<file path="config.mk">
export PLATFORM = sky130hd
export DESIGN_NAME = chm_back
export DESIGN_NICKNAME = d
export VERILOG_FILES = /design/src/hw/rtl/chm_pkg.sv /design/src/hw/rtl/chm_back.sv
export SDC_FILE = /design/constraint.sdc
export NUM_CORES = 1
export LEC_CHECK = 0
export BUFFER_PORTS_ARGS = -buffer_cell sky130_fd_sc_hd__buf_2
export CORE_ASPECT_RATIO = 1.2
export CORE_UTILIZATION = 45
export DETAILED_ROUTE_END_ITERATION = 7
export PLACE_DENSITY = 0.61
export RECOVER_POWER = 50
export SYNTH_ARGS = -nofsm -noshare
export SYNTH_HDL_FRONTEND = slang
export SYNTH_SLANG_ARGS = --single-unit
</file>
<file path="constraint.sdc">
create_clock -name clk_i -period 11.55 [get_ports clk_i]
set_input_delay 1.7325 -clock clk_i [delete_from_list [all_inputs] [get_ports clk_i]]
set_output_delay 1.7325 -clock clk_i [all_outputs]
set_load 0.005 [all_outputs]
</file>
<file path="src/hw/rtl/chm_pkg.sv">
package chm_pkg;

  // CORDIC datapath widths: x/y carry the prescaled axes plus CORDIC growth,
  // z carries angles in units of 2^-16 rad.
  localparam int unsigned XY_W       = 28;
  localparam int unsigned Z_W        = 20;
  localparam int unsigned MAX_STAGES = 24;

  localparam logic signed [Z_W-1:0] HALF_PI_Q16 = 20'sd102944;
  localparam logic [18:0]           PI_Q16      = 19'd205887;
  localparam logic [18:0]           TWO_PI_Q16  = 19'd411775;
  localparam logic [14:0]           DEG_FULL    = 15'd23040;

  // floor(23040 * 2^32 / 411775), used to estimate the degree quotient
  localparam logic [27:0] RECIP_K = 28'((64'd23040 << 32) / 64'd411775);

  // atan(2^-i) in units of 2^-16 rad, rounded to nearest
  localparam logic signed [Z_W-1:0] ATAN_TAB [MAX_STAGES] = '{
    20'sd51472, 20'sd30386, 20'sd16055, 20'sd8150, 20'sd4091, 20'sd2047,
    20'sd1024,  20'sd512,   20'sd256,   20'sd128,  20'sd64,   20'sd32,
    20'sd16,    20'sd8,     20'sd4,     20'sd2,    20'sd1,    20'sd0,
    20'sd0,     20'sd0,     20'sd0,     20'sd0,    20'sd0,    20'sd0
  };

  // configuration register indexes; REG_NONE is unmapped
  typedef enum logic [1:0] {
    REG_GAIN_X = 2'd0,
    REG_GAIN_Y = 2'd1,
    REG_DECL   = 2'd2,
    REG_NONE   = 2'd3
  } cfg_reg_e;

  typedef struct packed {
    logic signed [XY_W-1:0] x;
    logic signed [XY_W-1:0] y;
    logic signed [Z_W-1:0]  z;
    logic                   zero;
  } chm_vec_t;

endpackage

</file>
<file path="src/hw/rtl/chm_back.sv">
module chm_back import chm_pkg::*; (
  input  logic        clk_i,
  input  logic        rst_ni,
  input  logic        vld_i,
  input  chm_vec_t    vec_i,
  input  logic [14:0] decl_i,
  output logic        rdy_o,
  output logic        vld_o,
  output logic [14:0] heading_o,
  input  logic        rdy_i
);

  localparam logic signed [20:0] TWO_PI_S  = 21'sd411775;
  localparam logic signed [20:0] FOUR_PI_S = 21'sd823550;

  logic [4:0] vld_q;
  logic [5:0] adv;

  logic signed [20:0] z_ext, d_ext, h_d, h_q, w_d;
  logic [18:0] w_q;
  logic [47:0] pe_q;
  logic [33:0] n2_q, n3_q, m_q, rem;
  logic [14:0] est, est_q, heading_q;

  assign adv[5] = rdy_i;
  for (genvar k = 0; k < 5; k++) begin : g_adv
    assign adv[k] = !vld_q[k] || adv[k+1];
  end
  assign rdy_o     = adv[0];
  assign vld_o     = vld_q[4];
  assign heading_o = heading_q;

  // add declination scaled to 2^-16 rad
  assign z_ext = vec_i.zero ? 21'sd0 : 21'(vec_i.z);
  assign d_ext = {{2{decl_i[14]}}, decl_i, 4'b0};
  assign h_d   = z_ext + d_ext;

  // wrap into 0..2pi
  always_comb begin
    if (h_q < -TWO_PI_S)      w_d = h_q + FOUR_PI_S;
    else if (h_q < 0)         w_d = h_q + TWO_PI_S;
    else if (h_q > FOUR_PI_S) w_d = h_q - FOUR_PI_S;
    else if (h_q > TWO_PI_S)  w_d = h_q - TWO_PI_S;
    else                      w_d = h_q;
  end

  // quotient estimate is the rounded quotient or one below it
  assign est = pe_q[46:32];
  assign rem = n3_q - m_q;

  always_ff @(posedge clk_i or negedge rst_ni) begin
    if (!rst_ni) begin
      vld_q <= '0;
    end else begin
      if (adv[0]) vld_q[0] <= vld_i;
      for (int k = 1; k < 5; k++) begin
        if (adv[k]) vld_q[k] <= vld_q[k-1];
      end
    end
  end

  always_ff @(posedge clk_i) begin
    if (adv[0]) h_q <= h_d;
    if (adv[1]) w_q <= w_d[18:0];
    if (adv[2]) begin
      pe_q <= 48'(w_q) * 48'(RECIP_K) + (48'd1 << 31);
      n2_q <= 34'(w_q) * 34'(DEG_FULL) + 34'(PI_Q16);
    end
    if (adv[3]) begin
      m_q   <= 34'(est) * 34'(TWO_PI_Q16);
      est_q <= est;
      n3_q  <= n2_q;
    end
    if (adv[4]) heading_q <= (rem >= 34'(TWO_PI_Q16)) ? est_q + 15'd1 : est_q;
  end

endmodule

</file>
Word-level counts from Yosys, hierarchy flattened. Index checks and enable logic that the tools add are counted.

$mul: 3. Multiplexer cells: 6. Reduce and logical (&&, ||, !) cells: 10. Add/subtract/negate cells: 9. $lt $le $gt $ge: 5.

Operators by type and width (number): 19-bit 2-to-1 mux (4); 47-bit by 32-bit adder with 47-bit output, second input constant (1); 19-bit by 28-bit multiplier with 47-bit output, second input constant (1); 34-bit by 18-bit adder with 34-bit output, second input constant (1); 34-bit by 19-bit >= comparator with 1-bit output, second input constant (1); 15-bit by 19-bit multiplier with 34-bit output, second input constant (1); 34-bit subtractor (1); 19-bit by 6-bit multiplier with 25-bit output, second input constant (1); 21-bit by 19-bit adder with 21-bit output (1); 21-bit by 20-bit greater-than comparator with 1-bit output, second input constant (1); 21-bit greater-than comparator, second input constant (1); 21-bit by 1-bit < comparator with 1-bit output, second input constant (1); 21-bit by 20-bit < comparator with 1-bit output, second input constant (1); 21-bit 2-to-1 mux (1); 19-bit by 18-bit adder with 19-bit output, second input constant (1); 19-bit adder, second input constant (1); 19-bit by 18-bit subtractor with 19-bit output, second input constant (1); 19-bit subtractor, second input constant (1); 15-bit by 1-bit adder with 15-bit output, second input constant (1); 15-bit 2-to-1 mux (1); 1-bit zero test (5); 1-bit logical OR (5).

Register bits after elaboration: 224. Word-level logic and storage cells: 46. Input port bits: 96.

Longest topological paths before layout.
Depth in word-level cells: 6. Gate-level depth with buffers: 24. Gate-level depth less buffers: 23.

Least setup slack after synthesis. OpenSTA, ideal clock, no wires.

Path type: register to register. From: register w_q[18]. To: register pe_q[44] (data pin). Data arrival time: 6.158 ns. Buffers on the path: 1. Cell stages (with the launch flop): 22. Slack: 5.129 ns. Clock period less this slack: 6.421 ns. Required time: 11.288 ns. Cells stage by stage: edfxtp_1 > ha_1 > clkbuf_1 > xnor2_1 > inv_1 > ha_1 > fa_1 > fa_1 > fa_1 > fa_1 > ha_1 > ha_1 > a21oi_1 > nand2_1 > a2111oi_0 > o2111ai_1 > nand2_1 > o21ai_0 > a211o_1 > a31oi_1 > o21bai_1 > xor2_1.

Cells in the longest elaborated chain, start to end: 2.

Ends and longest elaborated chain: start, declared (RTL line chm_back.sv:20) `logic [18:0] w_q;`; start signal, assigned (RTL line chm_back.sv:64) `if (adv[1]) w_q <= w_d[18:0];`; 19-bit by 28-bit multiplier with 47-bit output (RTL line chm_back.sv:66) `pe_q <= 48'(w_q) * 48'(RECIP_K) + (48'd1 << 31);`; 47-bit by 32-bit adder with 47-bit output (RTL line chm_back.sv:66); end signal, assigned (RTL line chm_back.sv:66); end, declared (RTL line chm_back.sv:21) `logic [47:0] pe_q;`.

No other way between the ends. A chain may end at the register's enable or synchronous reset.

Worst setup path after layout.
From: register w_q[9]. To: register pe_q[46] (data pin).

Same word-level chain as after synthesis.

==> results.cfg <==
[cts]
cts_root_buffer = clkbuf_16
clock_path_buffers = 2
clk_latency_ns = 0.49
cts_tree = built
cts_resized = 0
h-tree-depth = 4
cts_buffers = 17
ctsHoldBuffers = 0
clock-sinks = 173
post-cts-setup-buffer-count = 0
cts.reportedPaths.clkPinSlew_ns = 0.07

[synth]
yosysMostFrequentCell = inv_1
synth_common_cells = 505 x inv_1, 466 x ha_1, 320 x fa_1
synth_flop_cell = edfxtp_1
synth_largest_area_cell = fa_1
synth_nets = 3384
async_flop_share = 0.0289
yosys_warnings = 0
synth-seq-area-share = 0.200
avgSynthCellArea_sq_um = 10.3
synth-seq-cells = 173
synth_area_leaders = fa_1 25%, ha_1 23%, edfxtp_1 20%
synth_edf_count = 168
yosysTopAreaCellShare = 0.248
syn_area_sq_um = 25900
netlist_instances = 2502
ys_types = 95

[layout]
areaGrowthSynthToFinish_pct = 6.53
layout.nets = 3431
final-instance-count-excl-fill = 3289
nFillCells = 5244
diodes = 0
drive_gt1_frac = 0.0445

[detailed_routing]
drc = 2
wire_per_inst_um = 18.4
drt-total-wl_mm = 60.5
vias = 17900
drtAntennaViolNets = 0
vias_per_cell = 5.43
first_pass_iters = 7
drtIter0Drc = 672

[placed_design]
dp.cells = 3257
portBuffers = 56
gp_congestion = 0.960
dp_hpwl_mm = 52.1

[floorplan]
io_pins = 113
initial_core_util = 0.459
core_sq_um = 56300
die-area_sq_um = 58400
die_h_um = 265
rows = 95
die_w_um = 221

[grt]
grt_overflow = 0
grt_pass1_wl_mm = 100
grt_max_degree = 75
grt_pass1_vias = 19300
antenna_found_initial = 1
grt_use_total = 0.220

[timing]
period_share = 0.668
clock_skew_ns = 0.0141
worstMarginPinSlew_ns = 3.07
setup_viol = 0
maxSlewHeadroom = -1.05
fin_crit_ns = 7.71
rsz0062_at_grt = no
fmax_ghz = 0.130
fin_setup_tns_ns = 0
hold_violations = 0
slew_viol_final = 75

[run_status]
run_status = finished, violations left
violations = DRC, capacitance limit, slew limit

[job]
max-cap-violations = 1

[worst_hold_path]
hold_class = flip-flop to flip-flop

[critical_path]
cp-end-kind = flip-flop
cp_max_fo = 9
startpoint_type = flip-flop
path_class = flip-flop to flip-flop
crit_arrival_ns = 7.95
cp.required_ns = 11.79
-- flip-flops by register name (all words and copies together) (netlist names) --
signal / cells
m_q: 34
n3_q: 25
n2_q: 24
h_q: 21
w_q: 19
pe_q: 16
heading_o: 15
est_q: 14
vld_q: 5
-- routing by layer --
metal	global-route usage	vias to the layer above	part of all wire
li1	-	8590	-
met3	0.0257	114	0.030
met5	0	-	0
met2	0.417	316	0.53
met4	0.0824	0	0.034
met1	0.253	8842	0.40
-- worst max-delay path: stages, from the launching register on --
cell and delay (ns):
edfxtp_1 0.73, ha_1 0.56, inv_1 0.28, fa_1 0.66, inv_1 0.08, fa_1 0.52
fa_1 0.44, fa_1 0.54, fa_1 0.53, ha_1 0.32, ha_1 0.31, and3_1 0.20
and3_1 0.21, nand3_1 0.10, o2111ai_1 0.22, nand2_1 0.27, o21ai_0 0.55, a211o_1 0.24
nor3b_1 0.41, o211a_1 0.23, nor3_1 0.05
-- placed cells by master, fill, tap and decap left out, types with 44 or more instances in the layout --
cell type,instances
nand3_1,44
nor2_1,97
ha_1,466
inv_1,505
xnor2_1,100
nand2_1,83
a21oi_1,104
xor2_1,46
buf_2,45
fa_1,320
edfxtp_1,168
o21ai_0,74
-- final timing paths --
kind	startpoint	end	slack [ns]	cells after the start
setup reg to reg	w_q[9]	pe_q[46]	3.84	20
min in group asynchronous	rst_ni	vld_q[1]	1.08	1
hold / removal	n2_q[25]	n3_q[25]	0.42	0
hold reg to reg	n2_q[25]	n3_q[25]	0.42	0
max in group asynchronous	rst_ni	vld_q[4]	10.26	1
setup / recovery	w_q[9]	pe_q[46]	3.84	20
-- cells by family (layout without fill, tap and decap cells) --
| family | count (synthesis) | count (layout) | share of synthesized area |
|---|---|---|---|
| buffers and inverters | 540 | 600 | 0.0793 |
| flip-flops | 173 | 173 | 0.200 |
| multiplexers | 8 | 8 | 0.00334 |
| adder cells (fa/ha/maj) | 787 | 787 | 0.474 |
| XOR/XNOR | 146 | 146 | 0.0495 |
| AO/OA/AOI/OAI | 408 | 408 | 0.106 |
| AND/OR/NAND/NOR | 440 | 440 | 0.0887 |
-- metrics by stage --
step / instance area [sq um] / hold WS [ns] / utilization / worst slack, ns
finish: 27500 / 0.419 / 0.489 / 3.84
global route: 27500 / 0.426 / 0.489 / 3.46
CTS: 27600 / 0.422 / 0.489 / 3.87
detailed placement: 27000 / 0.405 / 0.478 / 3.92
global placement: 27000 / 0.400 / 0.478 / 3.96
floorplan: 25900 / 0.400 / - / 5.13
-- layout make-up --
class	instances	area, sq um	share of cell area
Clock inverter	15	199	0.00722
Tap cell	727	910	0.0330
Timing Repair Buffer	62	300	0.0109
Clock buffer	17	425	0.0154
Sequential cell	173	5170	0.188
Inverter	506	1900	0.0690
Multi-Input combinational cell	1789	18600	0.677
Power is left out: the tool's default activity adds up to more than one toggle a clock period on the data nets, which glitch-free logic cannot reach.
